File: config.mk
export PLATFORM = sky130hd
export DESIGN_NAME = flh_ctrl
export DESIGN_NICKNAME = d
export VERILOG_FILES = /design/src/hw/rtl/flh_pkg.sv /design/src/hw/rtl/flh_ctrl.sv
export VERILOG_INCLUDE_DIRS = /design/src /design/src/hw/rtl
export SDC_FILE = /design/constraint.sdc
export NUM_CORES = 1
export LEC_CHECK = 0
export BUFFER_PORTS_ARGS = -buffer_cell sky130_fd_sc_hd__clkbuf_2
export CAP_MARGIN = 30
export CORE_AREA = 2 2 39 41
export CTS_CLUSTER_DIAMETER = 50
export DETAILED_ROUTE_END_ITERATION = 8
export DIE_AREA = 0 0 41 43
export PLACE_DENSITY_LB_ADDON = 0.15
export SKIP_LAST_GASP = 1
export SYNTH_ARGS = -nofsm -noshare
export SYNTH_HDL_FRONTEND = slang
export SYNTH_SLANG_ARGS = --single-unit
File: constraint.sdc
create_clock -name clk -period 4.2 [get_ports clk]
set_clock_uncertainty 0.2 [all_clocks]
set_input_delay 0.21 -clock clk [delete_from_list [all_inputs] [get_ports clk]]
set_output_delay 0.21 -clock clk [all_outputs]
set_load 0.05 [all_outputs]
File: src/hw/rtl/fault_line_heightmap_top_assert.svh
// Assertion macros shared by the fault line heightmap RTL.
// Included by the controller and the datapath; no other dependencies.
`ifndef FAULT_LINE_HEIGHTMAP_TOP_ASSERT_SVH
`define FAULT_LINE_HEIGHTMAP_TOP_ASSERT_SVH

// Same-cycle implication, disabled while reset is asserted.
`define FLH_ASSERT_IMP(label, clk, rst_n, ante, cons) \
  label: assert property (@(posedge clk) disable iff (!rst_n) (ante) |-> (cons)) \
    else $error("flh assertion failed");

// Next-cycle implication, disabled while reset is asserted.
`define FLH_ASSERT_NXT(label, clk, rst_n, ante, cons) \
  label: assert property (@(posedge clk) disable iff (!rst_n) (ante) |=> (cons)) \
    else $error("flh assertion failed");

`endif

File: src/hw/rtl/flh_pkg.sv
// Package for the fault line heightmap: command and status structs and fixed codes.
// Used by flh_ctrl, flh_datapath and fault_line_heightmap_top; no dependencies.
package flh_pkg;

  localparam logic REQ_FAULT = 1'b0;
  localparam logic REQ_READ  = 1'b1;

  localparam logic CFG_GRID_WIDTH  = 1'b0;
  localparam logic CFG_GRID_LENGTH = 1'b1;

  localparam int          CFG_W          = 9;
  localparam int          CELL_W         = 8;
  localparam logic [8:0]  CFG_GRID_RESET = 9'd50;

  typedef struct packed {
    logic clear_step;
    logic start;
    logic lookup;
    logic sweep_step;
    logic load_out;
  } flh_cmd_t;

  typedef struct packed {
    logic clear_last;
    logic grid_empty;
    logic sweep_last;
    logic out_free;
  } flh_status_t;

endpackage

File: src/hw/rtl/flh_ctrl.sv
// Controller state machine of the fault line heightmap.
// Depends on flh_pkg and the assertion macro header.
`include "fault_line_heightmap_top_assert.svh"

module flh_ctrl (
  input  logic                 clk,
  input  logic                 rst_n,
  input  logic                 in_valid,
  output logic                 in_ready,
  input  logic                 in_req_type,
  input  flh_pkg::flh_status_t status,
  output flh_pkg::flh_cmd_t    cmd
);
  import flh_pkg::*;

  typedef enum logic [5:0] {
    S_CLEAR  = 6'b000001,
    S_IDLE   = 6'b000010,
    S_SWEEP  = 6'b000100,
    S_DRAIN  = 6'b001000,
    S_LOOKUP = 6'b010000,
    S_FINISH = 6'b100000
  } state_t;

  state_t state_r;
  state_t state_nxt;

  always_ff @(posedge clk) begin
    if (!rst_n) begin
      state_r <= S_CLEAR;
    end else begin
      state_r <= state_nxt;
    end
  end

  always_comb begin
    state_nxt = state_r;
    cmd       = '0;
    in_ready  = 1'b0;
    unique case (state_r)
      S_CLEAR: begin
        cmd.clear_step = 1'b1;
        if (status.clear_last) begin
          state_nxt = S_IDLE;
        end
      end
      S_IDLE: begin
        in_ready = 1'b1;
        if (in_valid) begin
          cmd.start = 1'b1;
          if (in_req_type == REQ_READ) begin
            state_nxt = S_LOOKUP;
          end else if (status.grid_empty) begin
            state_nxt = S_FINISH;
          end else begin
            state_nxt = S_SWEEP;
          end
        end
      end
      S_SWEEP: begin
        cmd.sweep_step = 1'b1;
        if (status.sweep_last) begin
          state_nxt = S_DRAIN;
        end
      end
      S_DRAIN: begin
        state_nxt = S_FINISH;
      end
      S_LOOKUP: begin
        cmd.lookup = 1'b1;
        state_nxt  = S_FINISH;
      end
      S_FINISH: begin
        if (status.out_free) begin
          cmd.load_out = 1'b1;
          state_nxt    = S_IDLE;
        end
      end
      default: begin
        state_nxt = S_CLEAR;
      end
    endcase
  end

  `FLH_ASSERT_NXT(a_sweep_to_drain, clk, rst_n,
    (state_r == S_SWEEP) && status.sweep_last, state_r == S_DRAIN)
  `FLH_ASSERT_NXT(a_drain_to_finish, clk, rst_n, state_r == S_DRAIN, state_r == S_FINISH)
  `FLH_ASSERT_NXT(a_finish_to_idle, clk, rst_n,
    (state_r == S_FINISH) && status.out_free, state_r == S_IDLE)

endmodule

======== Word-level counts from Yosys, hierarchy flattened ========
Cells that the tools add are included.
W data, S select, Z words.
word-level totals
  bits in registers ....................... 6
  bits of input ports ..................... 8
  word-level logic and storage cells ...... 28
operators by class
  equality and inequality tests ........... 10
  muxes and demuxes ....................... 15
  reduce and logical (&&, ||, !) cells .... 2
operators by type and width
  cell                  count
  $mux W6               6
  $pmux W6 S5           1
  $mux W1               8
  $ne A2 B2 Y1 const B  4
  $eq A6 B1 Y1 const B  1
  $eq A6 B2 Y1 const B  1
  $eq A6 B3 Y1 const B  1
  $eq A6 B4 Y1 const B  1
  $eq A6 B5 Y1 const B  1
  $eq A6 B6 Y1 const B  1
  $reduce_and A4 Y1     1
  $reduce_or A2 Y1      1

======== Longest topological paths before layout ========
Gate-level depths: netlist of run 1.
  depth in word-level cells ............... 4
  gate-level depth with buffers ........... 5
  mapped depth without buffers ............ 4

======== Least setup slack after synthesis of run 1 ========
Ideal clock, no wire load.
  kind .................................... reg-to-reg
  from .................................... reg state_r[3]
  to ...................................... reg state_r[0]
  library setup time ...................... 0.120 ns
  arrival ................................. 2.448 ns
  data required time ...................... 3.880 ns
  path slack .............................. 1.433 ns
  cell stages (with the launch flop) ...... 5
  buffers on the path ..................... 0
  period minus slack after synthesis ...... 2.767 ns
  path through ............................ dfxtp_1 -> or4_1 -> nor3b_1 -> or4_1 -> nand3_1
on the way
  cells in the longest elaborated chain, start to end .. 3
RTL lines
  what                                                        RTL line        RTL
  start: declaration                                          flh_ctrl.sv:25  state_t state_r;
  start signal: assignment                                    flh_ctrl.sv:32  state_r <= state_nxt;
  $eq A6 B5 Y1 (tied with other cells)                        flh_ctrl.sv:40  unique case (state_r)
  $reduce_or A2 Y1 (no line) or $ne A2 B2 Y1 (tied branches)  -
  $pmux W6 S5 or $reduce_and A4 Y1 (tied branches)            -
Several ways; a longest one is shown, not always the timed one.
A chain may end at the register's enable or synchronous reset.

==> results of run 1 <==
power by group through the flow:
stage	Clock [mW]	Sequential (mW)	Combinational, mW
after global routing	0.0591	0.0818	0.108
final	0.0543	0.0793	0.0975
after detailed placement	0	0.0803	0.0963
after CTS	0.0556	0.0796	0.0975
after global placement	0	0.0809	0.0976
after floorplan	0	0.0744	0.0778
per-stage QoR:
stage | setup slack, ns | total power [mW] | hold WS [ns] | utilization [%]
after floorplan | 1.43 | 0.152 | 0.0818 | -
after global placement | 1.98 | 0.178 | 0.243 | 33.3
after detailed placement | 2.00 | 0.177 | 0.250 | 33.3
after CTS | 1.79 | 0.233 | 0.00458 | 35.6
after global routing | 1.70 | 0.249 | 0.0307 | 35.6
final | 1.79 | 0.231 | 0.00272 | 35.6
final timing paths:
| path | from | to | depth (start not counted) | slack (ns) |
|---|---|---|---|---|
| min | in_req_type | state_r[4] | 3 | 0.003 |
| min reg2reg | state_r[2] | state_r[2] | 3 | 0.47 |
| max | state_r[5] | cmd[3] | 4 | 1.79 |
| max reg2reg | state_r[5] | state_r[3] | 4 | 1.98 |
worst max-delay path: cells and delay by family, from the launching register on:
family        cells  cell delay (ns)
flops             1             0.37
buf+inv           1             0.27
simple gates      3             1.10
layout make-up:
cell class	instances	share of cell area, %
Timing Repair Buffer	14	15.2
Multi-Input combinational cell	38	50.3
Tap cell	16	4.06
Clock buffer	3	4.57
Inverter	2	1.52
Sequential cell	6	24.4
per-layer routing:
metal | share of wire [%] | track usage [%] | routed length [um]
met1 | 44 | 18.2 | 472
met2 | 48 | 23.4 | 522
met3 | 7.3 | 4.71 | 79
met4 | 0.92 | 8.00 | 10
met5 | 0 | 0 | 0
cell families after synthesis:
| kind of cell | share of synthesized area [%] |
|---|---|
| AND/OR/NAND/NOR | 51.6 |
| flip-flops | 31.6 |
| XOR/XNOR | 4.61 |
| buffers and inverters | 3.29 |
| AO/OA/AOI/OAI | 8.88 |
layout by cell type (no fill, tap or decap), drive strengths merged, types with 3 or more instances in the layout:
master	instances
clkbuf	16
nor2	3
nor4	3
nand2	4
or4	5
dfxtp	6
nor3b	4
timing repair:
item                                   in CTS  in global routing
endpoints found under the hold margin       1                  0
buffers inserted                            0                  0
hold buffers                                1                  0
==> impl_metrics.ini, run 1 <==
[synth]
postSynthCellCount = 47
synth.net_count = 55
synth_area_um2 = 380
postSynthRegisterBits = 6
synth_cell_type_count = 23
most_common_cell_in_the_synthesized_netlist = sky130_fd_sc_hd__dfxtp_1
synth-warning-count = 0
post_synth_edffs = 0
synth_commonest_cells = sky130_fd_sc_hd__dfxtp_1, sky130_fd_sc_hd__or4_1, sky130_fd_sc_hd__nand2_1, sky130_fd_sc_hd__nor3b_1
fraction_of_registers_with_async_set_or_reset_after_synthesis_pct = 0
prevailing_post_synth_register_cell = sky130_fd_sc_hd__dfxtp_1
yosys.area.top_type = sky130_fd_sc_hd__dfxtp_1
synth.avg_cell_area_um2 = 8.09
register_area_share_after_synthesis_pct = 31.6
top_area_cell_type_share_of_the_netlist_area_pct = 31.6
synth_top_cells_by_area = sky130_fd_sc_hd__dfxtp_1, sky130_fd_sc_hd__or4_1, sky130_fd_sc_hd__nor3b_1, sky130_fd_sc_hd__nor4_1, sky130_fd_sc_hd__xnor2_1

[worst_setup_path]
cp-start-kind = register
crit_path_max_incr_delay_ns = 0.67
timing_worst_setup_path_type = reg -> out
slowest_stage = sky130_fd_sc_hd__or4_1
cp_cell_sequence = or4_1, nor2_1, and2_1, clkbuf_2
worst-endpoint-arrival_ns = 2.00
end_kind = output port
worst_ep_required_time_ns = 3.79
cp_max_fo = 7

[timing]
timing.final.crit_period_ns = 2.41
max-slew-margin-rel_pct = 72.6
final_hold_viol_count = 0
max_freq_mhz = 415
report.final.slew_viol_count = 0
rsz0062_at_grt = false
setup_viol_count_final = 0
final.period_utilization_pct = 57.4
worstMarginPinSlew_ns = 0.408
fin_tns_setup_ns = 0

[final_layout]
area_growth_pct = 29.6
drive_above_1_share_pct = 28.6
multi_input_area_um2 = 248
finish.instance_area_um2 = 493
antennaDiodeCount = 0
largest_register_ff_count = 6
area_taken_by_flip_flops_and_latches_um2 = 120
final_cells = 79
fillerInstances = 148
max_flop_register = state_r
biggestRegsByFlops = state_r: 6 flops
finalNetCount = 73

[floorplan]
start_util_pct = 27.5
die_height_um = 43
die_outline_area_um2 = 1760
floorplan.io_pins = 14
placeableCoreArea_um2 = 1380
floorplan.rows = 14
die_w_um = 41

[worst_hold_path]
hold_path_class = in -> reg

[power]
power.density_cell_area_nw_per_um2 = 469
internal_power_component_uw = 134
share_seq_of_total_power_pct = 34.3
power_frac_comb_pct = 42.2
power.switching_uw = 96.6
switching_share_pct = 41.8
p_clk_share_pct = 23.5
p_leak_nw = 0.212
vdd_ir_drop_max_mv = 0.182

[clock_network]
cts_made_buffers = 3
cts_tree = done
cts_max_level = 1
insertion_delay_ns = 0.25
cts.sinks = 6
cts-root-buf = sky130_fd_sc_hd__clkbuf_4
number_of_gates_resized_after_cts = 0
cts_max_path_buffers = 2
cts.clk_slew.worst_paths_ns = 0.05

[route]
drt-wirelength-per-cell_um = 13.7
antenna_left = 0
routed_wirelength_um = 1080
detail_route.iter0.violations = 7
vias = 424
drc_errors = 0
drt-vias-per-instance = 5.37
detail_route.first_pass.iterations = 4

[place]
portBuffers = 13
numPlacedInstances = 75
placed_cell_area_um2 = 460
place.gp.congestion = 0.785
dp_hpwl_um = 848

[global_route]
maximum_number_of_pins_on_one_net_before_global_route_repair = 9
antenna_found_initial = 0
global_router_s_overall_resource_usage_pct = 15.3
gr-total-overflow = 0
first_pass_grt_wire_length_um = 1710
via_count_of_the_first_global_routing_pass = 391

[outcome]
run_status = finished clean

[job]
cap_violations = 0
(Power assumes the default switching activity.)
==> inputs of run 2 (changes only) <==
Clock period 4.2 ns to 2 ns, I/O delays scaled along.
==> impl_metrics.ini, run 2 (same netlist as run 1, synthesis figures left out) <==
[outcome]
run_status = finished, violations left
violations = negative setup slack

[worst_setup_path]
timing_worst_setup_path_type = reg -> reg
cp-start-kind = register
slowest_stage = sky130_fd_sc_hd__or4_4
worst-endpoint-arrival_ns = 1.95
crit_top_cell = sky130_fd_sc_hd__and3_4
end_kind = register
crit_path_max_incr_delay_ns = 0.53
cp_max_fo = 4
cp_cell_sequence = or4_4, or4b_4, and3_4, and3_4
worst_ep_required_time_ns = 1.94

[clock_network]
insertion_delay_ns = 0.24
cts_made_buffers = 3
cts-root-buf = sky130_fd_sc_hd__clkbuf_4
cts_max_level = 1
cts_max_path_buffers = 2
cts_tree = done
cts.clk_slew.worst_paths_ns = 0.04
cts.sinks = 6

[floorplan]
die_height_um = 43
die_w_um = 41
floorplan.rows = 14
start_util_pct = 27.5
die_outline_area_um2 = 1760
placeableCoreArea_um2 = 1380
floorplan.io_pins = 14

[global_route]
via_count_of_the_first_global_routing_pass = 432
antenna_found_initial = 0
first_pass_grt_wire_length_um = 1710
maximum_number_of_pins_on_one_net_before_global_route_repair = 8
global_router_s_overall_resource_usage_pct = 14.6
gr-total-overflow = 0

[timing]
setup_viol_count_final = 1
report.final.slew_viol_count = 0
final.period_utilization_pct = 101
rsz0062_at_grt = true
max-slew-margin-rel_pct = 77.8
finalHoldWorstSlack_ns = 0.00638
final_hold_viol_count = 0
fin_tns_setup_ns = -0.0115
layout_setup_ws_ns = -0.0115
timing.final.crit_period_ns = 2.01
worstMarginPinSlew_ns = 0.331
max_freq_mhz = 497

[route]
routed_wirelength_um = 1100
drt-wirelength-per-cell_um = 12.0
detail_route.iter0.violations = 0
detail_route.first_pass.iterations = 1
drt-vias-per-instance = 4.96
antenna_left = 0
drc_errors = 0
vias = 456

[final_layout]
multi_input_area_um2 = 308
biggestRegsByFlops = state_r: 6 flops
area_growth_pct = 84.2
drive_above_1_share_pct = 53.9
fillerInstances = 137
finish.instance_area_um2 = 701
leading_cell_type_in_the_layout_fill_and_taps_excluded = sky130_fd_sc_hd__buf_4
final_cells = 92
utilization_pct = 50.6
area_taken_by_flip_flops_and_latches_um2 = 123
layout_common_cells = sky130_fd_sc_hd__buf_4, sky130_fd_sc_hd__clkbuf_2, sky130_fd_sc_hd__dlygate4sd3_1, sky130_fd_sc_hd__nand2_1, sky130_fd_sc_hd__dfxtp_1
finalNetCount = 86
max_flop_register = state_r
largest_register_ff_count = 6
antennaDiodeCount = 0

[power]
vdd_ir_drop_max_mv = 0.500
power.density_cell_area_nw_per_um2 = 809
p_leak_nw = 0.293

[place]
place.gp.congestion = 0.782
numPlacedInstances = 83
portBuffers = 13
placed_cell_area_um2 = 561
dp_hpwl_um = 881

[worst_hold_path]
hold_path_class = in -> reg

[job]
cap_violations = 0
[run 2: area by class of cell]
class | count | share of cell area (%)
clock buffers | 3 | 3.21
inverters | 2 | 1.07
multi-input cells | 38 | 43.9
flip-flops and latches | 6 | 17.5
well taps | 16 | 2.86
repair buffers | 27 | 31.4
[run 2: worst paths after layout]
check,start,endpoint,slack (ns),depth (start not counted)
worst max register to register,state_r[1],state_r[3],-0.01,4
worst max-delay path,state_r[1],state_r[3],-0.01,4
worst min-delay path,status[2],state_r[2],0.006,4
worst min register to register,state_r[3],state_r[2],0.49,4
[run 2: per-layer routing]
metal | GRT usage, % | wire length [um]
met4 | 4.00 | 0
met2 | 23.1 | 536
met1 | 18.1 | 524
met3 | 4.71 | 42
met5 | 0 | 0
[run 2: what timing repair did]
| action | in CTS | in global routing |
|---|---|---|
| setup endpoints to repair | 7 | 7 |
| gates resized for setup | 13 | 8 |
| pin swaps | 2 | 4 |
| hold buffers | 5 | 0 |
| cloned | 0 | 0 |
| endpoints found under the hold margin | 6 | 0 |
| setup buffers | 1 | 0 |
[run 2: power breakdown]
group          leakage, nW  switching, mW  internal (mW)  total [mW]
Sequential          0.0499        0.00932          0.136       0.145
Combinational        0.230          0.165          0.148       0.313
Clock               0.0138         0.0406         0.0677       0.108
[run 2: stage by stage]
step | setup slack (ns) | total power [mW]
2_1_floorplan | -0.117 | 0.344
3_3_place_gp | -0.0335 | 0.424
3_5_place_dp | -0.0575 | 0.426
4_1_cts | -0.0185 | 0.565
5_1_grt | -0.0402 | 0.605
6_report | -0.0115 | 0.567
[run 2: worst max-delay path, delay by kind of cell, from the launching register on]
family | cells | cell delay, ns
and+or+nand+nor | 4 | 1.39
DFF | 1 | 0.31
